==> src/cprp_pkg.sv <==
// Package for the corner-point rectangle placer: request and result types,
// register indexes, status codes and the controller/datapath command types.
// No dependencies.
package cprp_pkg;

  localparam int COORD_BITS    = 16;
  localparam int DEF_MAX_RECTS = 64;
  localparam int COEF_BITS     = 17;
  localparam int CFG_IDX_BITS  = 2;

  localparam logic [COORD_BITS-1:0] RST_CANVAS_W = 16'd1920;
  localparam logic [COORD_BITS-1:0] RST_CANVAS_H = 16'd1080;
  localparam logic [COEF_BITS-1:0]  RST_COEF     = 17'd65536;

  // register indexes
  localparam logic [CFG_IDX_BITS-1:0] REG_CANVAS_W = 2'd0;
  localparam logic [CFG_IDX_BITS-1:0] REG_CANVAS_H = 2'd1;
  localparam logic [CFG_IDX_BITS-1:0] REG_SCALE    = 2'd2;

  // result status codes
  localparam logic [1:0] ST_PLACED  = 2'd0;
  localparam logic [1:0] ST_FAILED  = 2'd1;
  localparam logic [1:0] ST_SKIPPED = 2'd2;

  typedef struct packed {
    logic                  first_item;
    logic                  pos_fixed;
    logic [COORD_BITS-1:0] given_x;
    logic [COORD_BITS-1:0] given_y;
    logic [COORD_BITS-1:0] item_width;
    logic [COORD_BITS-1:0] item_height;
    logic [COORD_BITS-1:0] min_width;
    logic [COORD_BITS-1:0] min_height;
  } item_t;

  typedef struct packed {
    logic [1:0]            status;
    logic                  rotated;
    logic [COORD_BITS-1:0] place_x;
    logic [COORD_BITS-1:0] place_y;
    logic [COORD_BITS-1:0] place_width;
    logic [COORD_BITS-1:0] place_height;
  } result_t;

  typedef struct packed {
    logic [COORD_BITS-1:0] x;
    logic [COORD_BITS-1:0] y;
  } point_t;

  typedef struct packed {
    logic [COORD_BITS-1:0] x;
    logic [COORD_BITS-1:0] y;
    logic [COORD_BITS-1:0] w;
    logic [COORD_BITS-1:0] h;
  } rect_t;

  // point memory write data select
  typedef enum logic [2:0] {
    PW_ZERO,
    PW_RDATA,
    PW_FRONT,
    PW_BACK,
    PW_KEY
  } pt_wsel_t;

  typedef struct packed {
    logic       load_item;
    logic       pt_we;
    pt_wsel_t   pt_wsel;
    logic       rect_we;
    logic       cand_given;
    logic       cand_pt;
    logic       dim_load;
    logic       dim_swap;
    logic       mul;
    logic       scale;
    logic       key_load;
    logic       res_load;
    logic [1:0] res_status;
    logic       res_rot;
  } cmd_t;

  typedef struct packed {
    logic bounds_ok;
    logic hit;
    logic y_greater;
  } sts_t;

endpackage

==> src/cprp_ctrl.sv <==
// Controller of the rectangle placer: sequencing state machine, list and
// store counts, run flags and the result handshake. Depends on cprp_pkg.
module cprp_ctrl #(
  parameter int MAX_RECTS = cprp_pkg::DEF_MAX_RECTS
) (
  input  logic                                clk,
  input  logic                                rst,
  input  logic                                item_valid,
  output logic                                item_stall,
  input  logic                                item_first,
  input  logic                                item_fixed,
  output logic                                result_valid,
  input  logic                                result_stall,
  input  cprp_pkg::sts_t                      sts,
  output cprp_pkg::cmd_t                      cmd,
  output logic [$clog2(2*MAX_RECTS+1)-1:0]    pt_raddr,
  output logic [$clog2(2*MAX_RECTS+1)-1:0]    pt_waddr,
  output logic [((MAX_RECTS > 1) ? $clog2(MAX_RECTS) : 1)-1:0] rect_raddr,
  output logic [((MAX_RECTS > 1) ? $clog2(MAX_RECTS) : 1)-1:0] rect_waddr
);
  import cprp_pkg::*;

  localparam int PT_DEPTH = 2 * MAX_RECTS + 1;
  localparam int PA_W     = $clog2(PT_DEPTH);
  localparam int PC_W     = $clog2(PT_DEPTH + 1);
  localparam int RA_W     = (MAX_RECTS > 1) ? $clog2(MAX_RECTS) : 1;
  localparam int RC_W     = $clog2(MAX_RECTS + 1);
  localparam logic [RC_W-1:0] RC_FULL = RC_W'(MAX_RECTS);

  typedef enum logic [20:0] {
    S_IDLE   = 21'b1 << 0,
    S_DECIDE = 21'b1 << 1,
    S_MUL    = 21'b1 << 2,
    S_SCALE  = 21'b1 << 3,
    S_CHECK  = 21'b1 << 4,
    S_SO_KRD = 21'b1 << 5,
    S_SO_KLD = 21'b1 << 6,
    S_SO_RD  = 21'b1 << 7,
    S_SO_CMP = 21'b1 << 8,
    S_SO_PUT = 21'b1 << 9,
    S_SEARCH = 21'b1 << 10,
    S_CAND   = 21'b1 << 11,
    S_BND    = 21'b1 << 12,
    S_FIT    = 21'b1 << 13,
    S_SHU_RD = 21'b1 << 14,
    S_SHU_WR = 21'b1 << 15,
    S_INS_F  = 21'b1 << 16,
    S_INS_B  = 21'b1 << 17,
    S_DR_RD  = 21'b1 << 18,
    S_DR_WR  = 21'b1 << 19,
    S_FINISH = 21'b1 << 20
  } state_t;

  state_t          state, state_next;
  logic [PC_W-1:0] point_count, point_count_next;
  logic [RC_W-1:0] rect_count, rect_count_next;
  logic [PC_W-1:0] k, k_next, si, si_next, j, j_next;
  logic [RC_W-1:0] fi, fi_next;
  logic            rpend, rpend_next;
  logic            pass, pass_next;
  logic            mode_fixed, mode_fixed_next;
  logic            needs_sort, needs_sort_next;
  logic            in_prefix, in_prefix_next;
  logic            run_failed, run_failed_next;
  logic            fixed_q, fixed_q_next;
  logic [1:0]      res_status, res_status_next;
  logic            res_rot, res_rot_next;
  logic            out_valid, out_valid_next;
  logic            fit_fail, fit_ok;

  assign item_stall   = (state != S_IDLE);
  assign result_valid = out_valid;
  assign rect_raddr   = fi[RA_W-1:0];
  assign rect_waddr   = rect_count[RA_W-1:0];

  always_comb begin
    state_next       = state;
    point_count_next = point_count;
    rect_count_next  = rect_count;
    k_next           = k;
    si_next          = si;
    j_next           = j;
    fi_next          = fi;
    rpend_next       = rpend;
    pass_next        = pass;
    mode_fixed_next  = mode_fixed;
    needs_sort_next  = needs_sort;
    in_prefix_next   = in_prefix;
    run_failed_next  = run_failed;
    fixed_q_next     = fixed_q;
    res_status_next  = res_status;
    res_rot_next     = res_rot;
    out_valid_next   = out_valid;
    cmd              = '0;
    cmd.pt_wsel      = PW_ZERO;
    cmd.res_status   = res_status;
    cmd.res_rot      = res_rot;
    pt_raddr         = '0;
    pt_waddr         = '0;
    fit_fail         = 1'b0;
    fit_ok           = 1'b0;

    if (out_valid && !result_stall) begin
      out_valid_next = 1'b0;
    end

    case (state)
      S_IDLE: begin
        if (item_valid) begin
          cmd.load_item = 1'b1;
          fixed_q_next  = item_fixed;
          if (item_first) begin
            rect_count_next  = '0;
            point_count_next = PC_W'(1);
            needs_sort_next  = 1'b0;
            in_prefix_next   = 1'b1;
            run_failed_next  = 1'b0;
            cmd.pt_we        = 1'b1;
            cmd.pt_wsel      = PW_ZERO;
          end
          state_next = S_DECIDE;
        end
      end
      S_DECIDE: begin
        pass_next    = 1'b0;
        res_rot_next = 1'b0;
        if (run_failed) begin
          res_status_next = ST_SKIPPED;
          state_next      = S_FINISH;
        end else if (in_prefix && fixed_q) begin
          mode_fixed_next = 1'b1;
          if (rect_count == RC_FULL) begin
            res_status_next = ST_FAILED;
            state_next      = S_FINISH;
          end else begin
            cmd.cand_given = 1'b1;
            cmd.dim_load   = 1'b1;
            state_next     = S_BND;
          end
        end else begin
          in_prefix_next  = 1'b0;
          mode_fixed_next = 1'b0;
          state_next      = fixed_q ? S_CHECK : S_MUL;
        end
      end
      S_MUL: begin
        cmd.mul    = 1'b1;
        state_next = S_SCALE;
      end
      S_SCALE: begin
        cmd.scale  = 1'b1;
        state_next = S_CHECK;
      end
      S_CHECK: begin
        cmd.dim_load = 1'b1;
        k_next       = '0;
        pass_next    = 1'b0;
        if (rect_count == RC_FULL) begin
          res_status_next = ST_FAILED;
          state_next      = S_FINISH;
        end else if (needs_sort && point_count > PC_W'(1)) begin
          si_next    = PC_W'(1);
          state_next = S_SO_KRD;
        end else begin
          needs_sort_next = 1'b0;
          state_next      = S_SEARCH;
        end
      end
      // stable insertion sort of the point list by y
      S_SO_KRD: begin
        pt_raddr   = si[PA_W-1:0];
        state_next = S_SO_KLD;
      end
      S_SO_KLD: begin
        cmd.key_load = 1'b1;
        j_next       = si;
        state_next   = S_SO_RD;
      end
      S_SO_RD: begin
        if (j == '0) begin
          state_next = S_SO_PUT;
        end else begin
          pt_raddr   = PA_W'(j - PC_W'(1));
          state_next = S_SO_CMP;
        end
      end
      S_SO_CMP: begin
        if (sts.y_greater) begin
          cmd.pt_we   = 1'b1;
          cmd.pt_wsel = PW_RDATA;
          pt_waddr    = j[PA_W-1:0];
          j_next      = j - PC_W'(1);
          state_next  = S_SO_RD;
        end else begin
          state_next = S_SO_PUT;
        end
      end
      S_SO_PUT: begin
        cmd.pt_we   = 1'b1;
        cmd.pt_wsel = PW_KEY;
        pt_waddr    = j[PA_W-1:0];
        if (si + PC_W'(1) == point_count) begin
          needs_sort_next = 1'b0;
          state_next      = S_SEARCH;
        end else begin
          si_next    = si + PC_W'(1);
          state_next = S_SO_KRD;
        end
      end
      S_SEARCH: begin
        pt_raddr   = k[PA_W-1:0];
        state_next = S_CAND;
      end
      S_CAND: begin
        cmd.cand_pt = 1'b1;
        state_next  = S_BND;
      end
      S_BND: begin
        if (!sts.bounds_ok) begin
          fit_fail = 1'b1;
        end else begin
          fi_next    = '0;
          rpend_next = 1'b0;
          state_next = S_FIT;
        end
      end
      // one stored rectangle read per cycle, compared the cycle after
      S_FIT: begin
        if (rpend && sts.hit) begin
          fit_fail = 1'b1;
        end else if (fi == rect_count) begin
          fit_ok = 1'b1;
        end else begin
          fi_next    = fi + RC_W'(1);
          rpend_next = 1'b1;
        end
      end
      S_SHU_RD: begin
        pt_raddr   = j[PA_W-1:0];
        state_next = S_SHU_WR;
      end
      S_SHU_WR: begin
        cmd.pt_we   = 1'b1;
        cmd.pt_wsel = PW_RDATA;
        pt_waddr    = PA_W'(j + PC_W'(1));
        if (j == '0) begin
          state_next = S_INS_F;
        end else begin
          j_next     = j - PC_W'(1);
          state_next = S_SHU_RD;
        end
      end
      S_INS_F: begin
        cmd.pt_we   = 1'b1;
        cmd.pt_wsel = PW_FRONT;
        state_next  = S_INS_B;
      end
      S_INS_B: begin
        cmd.pt_we        = 1'b1;
        cmd.pt_wsel      = PW_BACK;
        pt_waddr         = PA_W'(point_count + PC_W'(1));
        point_count_next = point_count + PC_W'(2);
        needs_sort_next  = 1'b1;
        if (mode_fixed) begin
          res_status_next = ST_PLACED;
          state_next      = S_FINISH;
        end else begin
          // used point moved one place down by the front insert
          j_next     = k + PC_W'(1);
          state_next = S_DR_RD;
        end
      end
      S_DR_RD: begin
        pt_raddr   = PA_W'(j + PC_W'(1));
        state_next = S_DR_WR;
      end
      S_DR_WR: begin
        cmd.pt_we   = 1'b1;
        cmd.pt_wsel = PW_RDATA;
        pt_waddr    = j[PA_W-1:0];
        if (j + PC_W'(2) == point_count) begin
          point_count_next = point_count - PC_W'(1);
          res_status_next  = ST_PLACED;
          state_next       = S_FINISH;
        end else begin
          j_next     = j + PC_W'(1);
          state_next = S_DR_RD;
        end
      end
      S_FINISH: begin
        if (!out_valid || !result_stall) begin
          cmd.res_load   = 1'b1;
          out_valid_next = 1'b1;
          if (res_status == ST_FAILED) begin
            run_failed_next = 1'b1;
          end
          state_next = S_IDLE;
        end
      end
      default: begin
        state_next = S_IDLE;
      end
    endcase

    if (fit_fail) begin
      if (mode_fixed) begin
        res_status_next = ST_FAILED;
        res_rot_next    = 1'b0;
        state_next      = S_FINISH;
      end else if (k + PC_W'(1) == point_count) begin
        if (!pass) begin
          pass_next    = 1'b1;
          cmd.dim_swap = 1'b1;
          k_next       = '0;
          state_next   = S_SEARCH;
        end else begin
          res_status_next = ST_FAILED;
          res_rot_next    = 1'b0;
          state_next      = S_FINISH;
        end
      end else begin
        k_next     = k + PC_W'(1);
        state_next = S_SEARCH;
      end
    end

    if (fit_ok) begin
      cmd.rect_we     = 1'b1;
      rect_count_next = rect_count + RC_W'(1);
      res_rot_next    = pass;
      j_next          = point_count - PC_W'(1);
      state_next      = S_SHU_RD;
    end
  end

  always_ff @(posedge clk) begin
    if (rst) begin
      state       <= S_IDLE;
      point_count <= PC_W'(1);
      rect_count  <= '0;
      needs_sort  <= 1'b0;
      in_prefix   <= 1'b1;
      run_failed  <= 1'b0;
      out_valid   <= 1'b0;
      k           <= '0;
      si          <= '0;
      j           <= '0;
      fi          <= '0;
      rpend       <= 1'b0;
      pass        <= 1'b0;
      mode_fixed  <= 1'b0;
      fixed_q     <= 1'b0;
      res_status  <= ST_PLACED;
      res_rot     <= 1'b0;
    end else begin
      state       <= state_next;
      point_count <= point_count_next;
      rect_count  <= rect_count_next;
      needs_sort  <= needs_sort_next;
      in_prefix   <= in_prefix_next;
      run_failed  <= run_failed_next;
      out_valid   <= out_valid_next;
      k           <= k_next;
      si          <= si_next;
      j           <= j_next;
      fi          <= fi_next;
      rpend       <= rpend_next;
      pass        <= pass_next;
      mode_fixed  <= mode_fixed_next;
      fixed_q     <= fixed_q_next;
      res_status  <= res_status_next;
      res_rot     <= res_rot_next;
    end
  end

  // point list never empty and never past its depth
  assert property (@(posedge clk) disable iff (rst)
    (point_count != '0) && (point_count <= PC_W'(PT_DEPTH)))
    else $error("point count out of range");

  assert property (@(posedge clk) disable iff (rst) rect_count <= RC_FULL)
    else $error("rect count past store size");

  // fit scan never runs past the filled part of the store
  assert property (@(posedge clk) disable iff (rst) (state == S_FIT) |-> (fi <= rect_count))
    else $error("fit scan past rect count");

  // a failed run only skips, never searches
  assert property (@(posedge clk) disable iff (rst) (state == S_SEARCH) |-> !run_failed)
    else $error("search after run failure");

  // a new placement always follows a successful fit
  assert property (@(posedge clk) disable iff (rst)
    (rect_count != $past(rect_count)) && !$past(cmd.load_item) |->
      $past(state) == S_FIT)
    else $error("store grew outside fit check");

endmodule
==> config.mk <==
export PLATFORM = sky130hd
export DESIGN_NAME = cprp_ctrl
export DESIGN_NICKNAME = d
export VERILOG_FILES = /design/src/cprp_pkg.sv /design/src/cprp_ctrl.sv
export SDC_FILE = /design/constraint.sdc
export NUM_CORES = 1
export LEC_CHECK = 0
export BUFFER_PORTS_ARGS = -buffer_cell sky130_fd_sc_hd__buf_2
export CAP_MARGIN = 20
export CORE_MARGIN = 5
export CORE_UTILIZATION = 50
export DETAILED_ROUTE_END_ITERATION = 10
export PLACE_DENSITY = 0.8
export SLEW_MARGIN = 25
export SYNTH_ARGS = -nofsm -noshare
export SYNTH_HDL_FRONTEND = slang
export SYNTH_SLANG_ARGS = --single-unit
==> constraint.sdc <==
create_clock -name clk -period 3 [get_ports clk]
set_clock_uncertainty 0.15 [all_clocks]
set_input_delay 0.75 -clock clk [delete_from_list [all_inputs] [get_ports clk]]
set_output_delay 0.75 -clock clk [all_outputs]
set_load 0.02 [all_outputs]
# After elaboration in Yosys (flattened, before gate mapping)
# Cells that the tools add are included.
op_classes:
  addsub: 10
  magnitude_cmp: 1
  n_eq_ne: 55
  muxes: 122
  bitwise: 1
  n_reduce_logical: 34
op_table:
  columns: ["operator", "count"]
  rows:
  - ["21-bit one-hot mux with 21 select lines", 1]
  - ["21-bit two-way mux", 13]
  - ["8-bit two-way mux", 18]
  - ["8-bit one-hot mux with 5 select lines", 2]
  - ["1-bit two-way mux", 50]
  - ["7-bit two-way mux", 7]
  - ["8-bit by 1-bit adder with 8-bit output, second input constant", 4]
  - ["2-bit inequality test, second input constant", 16]
  - ["8-bit one-hot mux with 4 select lines", 1]
  - ["8-bit equality test", 3]
  - ["3-bit inequality test, second input constant", 8]
  - ["4-bit one-hot mux with 6 select lines", 1]
  - ["8-bit one-hot mux with 3 select lines", 1]
  - ["11-bit two-way mux", 2]
  - ["21-bit by 1-bit equality test with 1-bit output, second input constant", 1]
  - ["21-bit by 10-bit equality test with 1-bit output, second input constant", 1]
  - ["21-bit by 11-bit equality test with 1-bit output, second input constant", 1]
  - ["21-bit by 12-bit equality test with 1-bit output, second input constant", 1]
  - ["21-bit by 13-bit equality test with 1-bit output, second input constant", 1]
  - ["21-bit by 14-bit equality test with 1-bit output, second input constant", 1]
  - ["21-bit by 15-bit equality test with 1-bit output, second input constant", 1]
  - ["21-bit by 16-bit equality test with 1-bit output, second input constant", 1]
  - ["21-bit by 17-bit equality test with 1-bit output, second input constant", 1]
  - ["21-bit by 18-bit equality test with 1-bit output, second input constant", 1]
  - ["46 further kinds", 86]
totals:
  regBits: 78
  in_bits: 9
  out_inout_bits: 47

# Depth between registers and ports, before layout
logic_depth:
  ltp_word: 9
  ltp_mapped: 11
  depth_no_buf: 9

# Worst setup path before layout
# Ideal clock, no wire load.
synth_path:
  kind: "reg-to-output"
  startpoint: "reg state[1]"
  endpoint: "out pt_waddr[4]"
  t_arrival_ns: 2.923
  t_required_ns: 2.100
  slack_ns: -0.823
  path_stages_with_launch: 7
  path_cell_list: "dfxtp_1 or4_4 or3_4 or4b_1 buf_2 clkbuf_1 o311ai_0"
synth_between:
  elab_chain_len: 3
synth_lines:
  columns: ["item", "line", "rtl"]
  rows:
  - ["start: declaration", "cprp_ctrl.sv:54", "state_t state, state_next;"]
  - ["start signal: assignment", "cprp_ctrl.sv:356", "state <= state_next;"]
  - ["21-bit by 20-bit equality test with 1-bit output / 21-bit by 10-bit equality test with 1-bit output (equally long branches)", "cprp_ctrl.sv:107", "case (state)"]
  - ["2-bit OR reduction (no source line)", null, null]
  - ["8-bit one-hot mux with 4 select lines (*)", "cprp_ctrl.sv:107", null]
  - ["end: declaration", "cprp_ctrl.sv:17", "output logic [$clog2(2*MAX_RECTS+1)-1:0] pt_waddr,"]
# Mark *: on every way between the ends. The rest lies on a longest branch, timed or not.

# Worst setup path in the final report
layout_path:
  startpoint: "reg state[1]"
  endpoint: "out pt_waddr[2]"
# Same word-level chain as after synthesis.

==> summary.txt <==
Final layout
  • Area of all placed cells without fillers: 9100 sq um
  • Total Nets Final: 1069
  • Most common cell after layout, fill and taps aside: sky130_fd_sc_hd__buf_4
  • Fraction of final layout cells sized beyond drive strength 1: 0.368
  • Area growth from synthesis to final layout: 45.7%
  • Commonest cells after routing, fill and taps aside: 195 x sky130_fd_sc_hd__buf_4, 75 x sky130_fd_sc_hd__nor2_1, 69 x sky130_fd_sc_hd__dfxtp_1, 48 x sky130_fd_sc_hd__a21oi_1, 47 x sky130_fd_sc_hd__nand2_1
  • Number of standard cells in the final layout excluding fillers: 1218
  • Filler cell count in the final layout: 848
  • Ant. Diodes: 0
  • Fraction of the core area covered by cells at the end of the flow: 0.752

Logic synthesis
  • Post-synth EDFFs: 0
  • Most used flip-flop cell after synthesis: sky130_fd_sc_hd__dfxtp_1
  • Fraction of the yosys area taken by sequential cells: 0.250
  • Async set-reset flop share out of synthesis: 0
  • Mean cell area of the mapped netlist: 7.44 sq um
  • Count of warnings emitted by yosys: 0
  • Unique masters post-synth: 77
  • Net count after synthesis: 864
  • Number of cells produced by synthesis: 840
  • Total of flip-flops plus latches after synthesis: 78
  • Cell Area, Synth: 6250 sq um

Detailed routing
  • Routed vias: 8220
  • Number of nets with antenna violations after routing: 0
  • Total Wirelength: 27.3 mm
  • Number of detailed-routing iterations run before antenna repair: 8
  • Routed WL per cell: 22.4 um
  • Drt drc: 0
  • Iteration-0 DRC Markers: 1485
  • Ratio of routed vias to standard cells: 6.75

Placement
  • Placed cells: 1164
  • Routability congestion estimate from global placement: 0.991
  • Cell area after placement: 7880 sq um
  • Count of buffers inserted at the top-level ports: 55
  • HPWL after detailed placement: 18.5 mm

Clocking
  • Level count of the clock H-tree: 3
  • Largest buffer count on any clock path: 2
  • Worst-path clk slew: 0.07 ns
  • Clock Root Buffer: sky130_fd_sc_hd__clkbuf_16
  • Clk_lat worst skew: 0.36 ns
  • Num CTS Buffers: 9
  • Clock tree sinks: 78
  • Number of hold buffers added after cts: 0
  • TritonCTS clock tree: built

Global route
  • Largest net degree at the start of global routing: 21
  • Initial antenna violation count: 0
  • Total gr overflow: 0
  • Global-route wire length before repair: 40.5 mm
  • GRT Total Usage: 0.349
  • Via count of the first global-routing pass: 7591

Pwr
  • Sequential fraction of design power: 0.385
  • Cell-internal power: 1.93 mW
  • PwrDens: 303 nW/um^2
  • Overall power of the completed layout: 2.76 mW
  • Cell leakage power: 3.95 nW
  • Part of the power in combinational logic: 0.200
  • Maximum VDD drop: 246 uV
  • Clock share of power: 0.415
  • Switching power as a share of total power: 0.299
  • Net load switching power: 0.824 mW

STA
  • Unrepaired setup endpoints after global routing: true
  • Time the worst path needs with I/O delays and setup: 3.56 ns
  • Final Slew Violations: 0
  • Headroom to the max-slew limit: 0.555
  • Count of endpoints failing hold in the final timing report: 0
  • # setup viols final: 44
  • Worst setup margin: -0.562 ns
  • Share of the clock period used by the worst path: 1.19
  • Achievable clock frequency: 281 MHz
  • Slew at the pin closest to its max-slew limit: 0.661 ns
  • Sum of negative setup slack: -12.80 ns

Critical path
  • Critical path class: reg2out
  • Endpoint required time on the critical path: 2.10 ns
  • Critical path data arrival time: 2.66 ns
  • Crit-path max FO: 3
  • Crit path capture type: output pin
  • Startpoint types: flop

Floorplanning
  • Die height: 122 um
  • Number of top-level design ports: 56
  • Num rows: 40
  • Die X: 122 um
  • Placeable core area: 12100 sq um
  • Die ar.: 14800 sq um
  • Starting Density: 0.516

Outcome
  • Result of the run: complete, but fails checks
  • Violated checks: negative setup slack

Min path
  • Type of the most critical hold path: reg2reg

Run
  • Maximum capacitance violations: 0
what timing repair did:
action / 4_1_cts / 5_1_grt
pin swaps: 32 / 18
endpoints found under the hold margin: 0 / 0
setup endpoints to repair: 39 / 85
buffers inserted: 33 / 12
gates cloned: 1 / 0
gates resized for setup: 123 / 43
registers in the layout, summed over array words and instances (netlist names):
signal,flops
si,8
mode_fixed,1
k,8
res_rot,1
state,21
result_valid,1
pass,1
rect_count,7
fixed_q,1
run_failed,1
point_count,8
rpend,1
j,8
fi,7
in_prefix,1
needs_sort,1
res_status,2
path summary, 6_finish.rpt:
check	startpoint	slack (ns)	depth (start not counted)	endpoint
worst max register to register	state[1]	-0.24	10	j[6]
worst min-delay path	rpend	0.32	2	rpend
worst min register to register	rpend	0.32	2	rpend
worst max-delay path	state[1]	-0.56	8	pt_waddr[2]
cells by family after synthesis:
kind of cell | count (synthesis) | share of synthesized area
xor+xnor | 58 | 0.0813
flops | 78 | 0.250
fa+ha+maj | 15 | 0.0300
buf+inv | 100 | 0.0709
simple gates | 364 | 0.316
mux | 4 | 0.00641
compound gates | 221 | 0.245
worst max-delay path, stage by stage, from the launching register on:
cell and delay [ns]:
sky130_fd_sc_hd__dfxtp_2 0.32, sky130_fd_sc_hd__or4_4 0.53, sky130_fd_sc_hd__or3_4 0.36, sky130_fd_sc_hd__or4b_4 0.54, sky130_fd_sc_hd__buf_6 0.16, sky130_fd_sc_hd__nor2_4 0.07, sky130_fd_sc_hd__o21ai_2 0.05, sky130_fd_sc_hd__o211ai_1 0.10
sky130_fd_sc_hd__buf_4 0.17
metal layers:
| metal | up-vias | part of all wire | GRT usage | wire length, um |
|---|---|---|---|---|
| met5 | - | 0 | 0 | 0 |
| met3 | 222 | 0.13 | 0.0734 | 3550 |
| li1 | 3537 | - | - | - |
| met1 | 3756 | 0.37 | 0.454 | 10000 |
| met2 | 705 | 0.43 | 0.537 | 11800 |
| met4 | 0 | 0.073 | 0.198 | 2000 |
synthesized netlist by cell type, types with 4 or more instances:
library cell	number	area (sq um)
sky130_fd_sc_hd__nor2_1	84	315
sky130_fd_sc_hd__dfxtp_1	78	1560
sky130_fd_sc_hd__nand2_1	51	191
sky130_fd_sc_hd__a21oi_1	49	245
sky130_fd_sc_hd__nand3_1	44	220
sky130_fd_sc_hd__o21ai_0	41	205
sky130_fd_sc_hd__clkbuf_1	39	146
sky130_fd_sc_hd__nor3_1	32	160
sky130_fd_sc_hd__inv_1	31	116
sky130_fd_sc_hd__xnor2_1	30	263
sky130_fd_sc_hd__xor2_1	28	245
sky130_fd_sc_hd__and3_1	20	125
sky130_fd_sc_hd__nand4_1	19	119
sky130_fd_sc_hd__nor4_1	19	119
sky130_fd_sc_hd__buf_4	15	113
sky130_fd_sc_hd__ha_1	15	188
sky130_fd_sc_hd__or3_1	15	93.8
sky130_fd_sc_hd__o22ai_1	13	81.3
sky130_fd_sc_hd__nor2b_1	12	75.1
sky130_fd_sc_hd__a211oi_1	10	75.1
sky130_fd_sc_hd__and2_1	9	56.3
sky130_fd_sc_hd__buf_2	9	45.0
sky130_fd_sc_hd__nand2b_1	9	56.3
sky130_fd_sc_hd__o211ai_1	9	67.6
sky130_fd_sc_hd__a21o_1	8	60.1
sky130_fd_sc_hd__a22oi_1	8	60.1
sky130_fd_sc_hd__o221ai_1	8	70.1
sky130_fd_sc_hd__or4_1	7	52.6
sky130_fd_sc_hd__a222oi_1	6	60.1
sky130_fd_sc_hd__a31oi_1	6	37.5
sky130_fd_sc_hd__and4_1	6	52.6
sky130_fd_sc_hd__o211a_1	6	60.1
sky130_fd_sc_hd__or2_2	6	37.5
sky130_fd_sc_hd__a2111oi_0	5	43.8
sky130_fd_sc_hd__buf_1	5	18.8
sky130_fd_sc_hd__nor4b_1	5	43.8
sky130_fd_sc_hd__mux2i_1	4	40.0
sky130_fd_sc_hd__nand3b_1	4	30.0
sky130_fd_sc_hd__nor3b_1	4	30.0
sky130_fd_sc_hd__o31ai_1	4	30.0
final cells by class:
class | count | area, sq um | share of cell area
clock buffers | 9 | 225 | 0.0247
clock inverters | 7 | 72.6 | 0.00797
inverters | 32 | 120 | 0.0132
multi-input cells | 663 | 4810 | 0.528
flip-flops and latches | 78 | 1570 | 0.173
well taps | 168 | 210 | 0.0231
repair buffers | 261 | 2100 | 0.230
through the flow:
step | worst slack [ns] | hold slack, ns
2_1_floorplan | -0.260 | 0.287
3_3_place_gp | -0.255 | 0.294
3_5_place_dp | -0.272 | 0.297
4_1_cts | -0.566 | 0.322
5_1_grt | -0.648 | 0.343
6_report | -0.562 | 0.324
power groups by stage:
stage | Sequential [mW] | Combinational, mW | Clock, mW
after floorplan | 1.08 | 0.218 | 0
after global placement | 1.08 | 0.384 | 0
after detailed placement | 1.08 | 0.390 | 0
after CTS | 1.06 | 0.486 | 1.13
after global routing | 1.06 | 0.571 | 1.18
final | 1.06 | 0.550 | 1.14
Note: power is estimated with default switching activity, not from simulation.
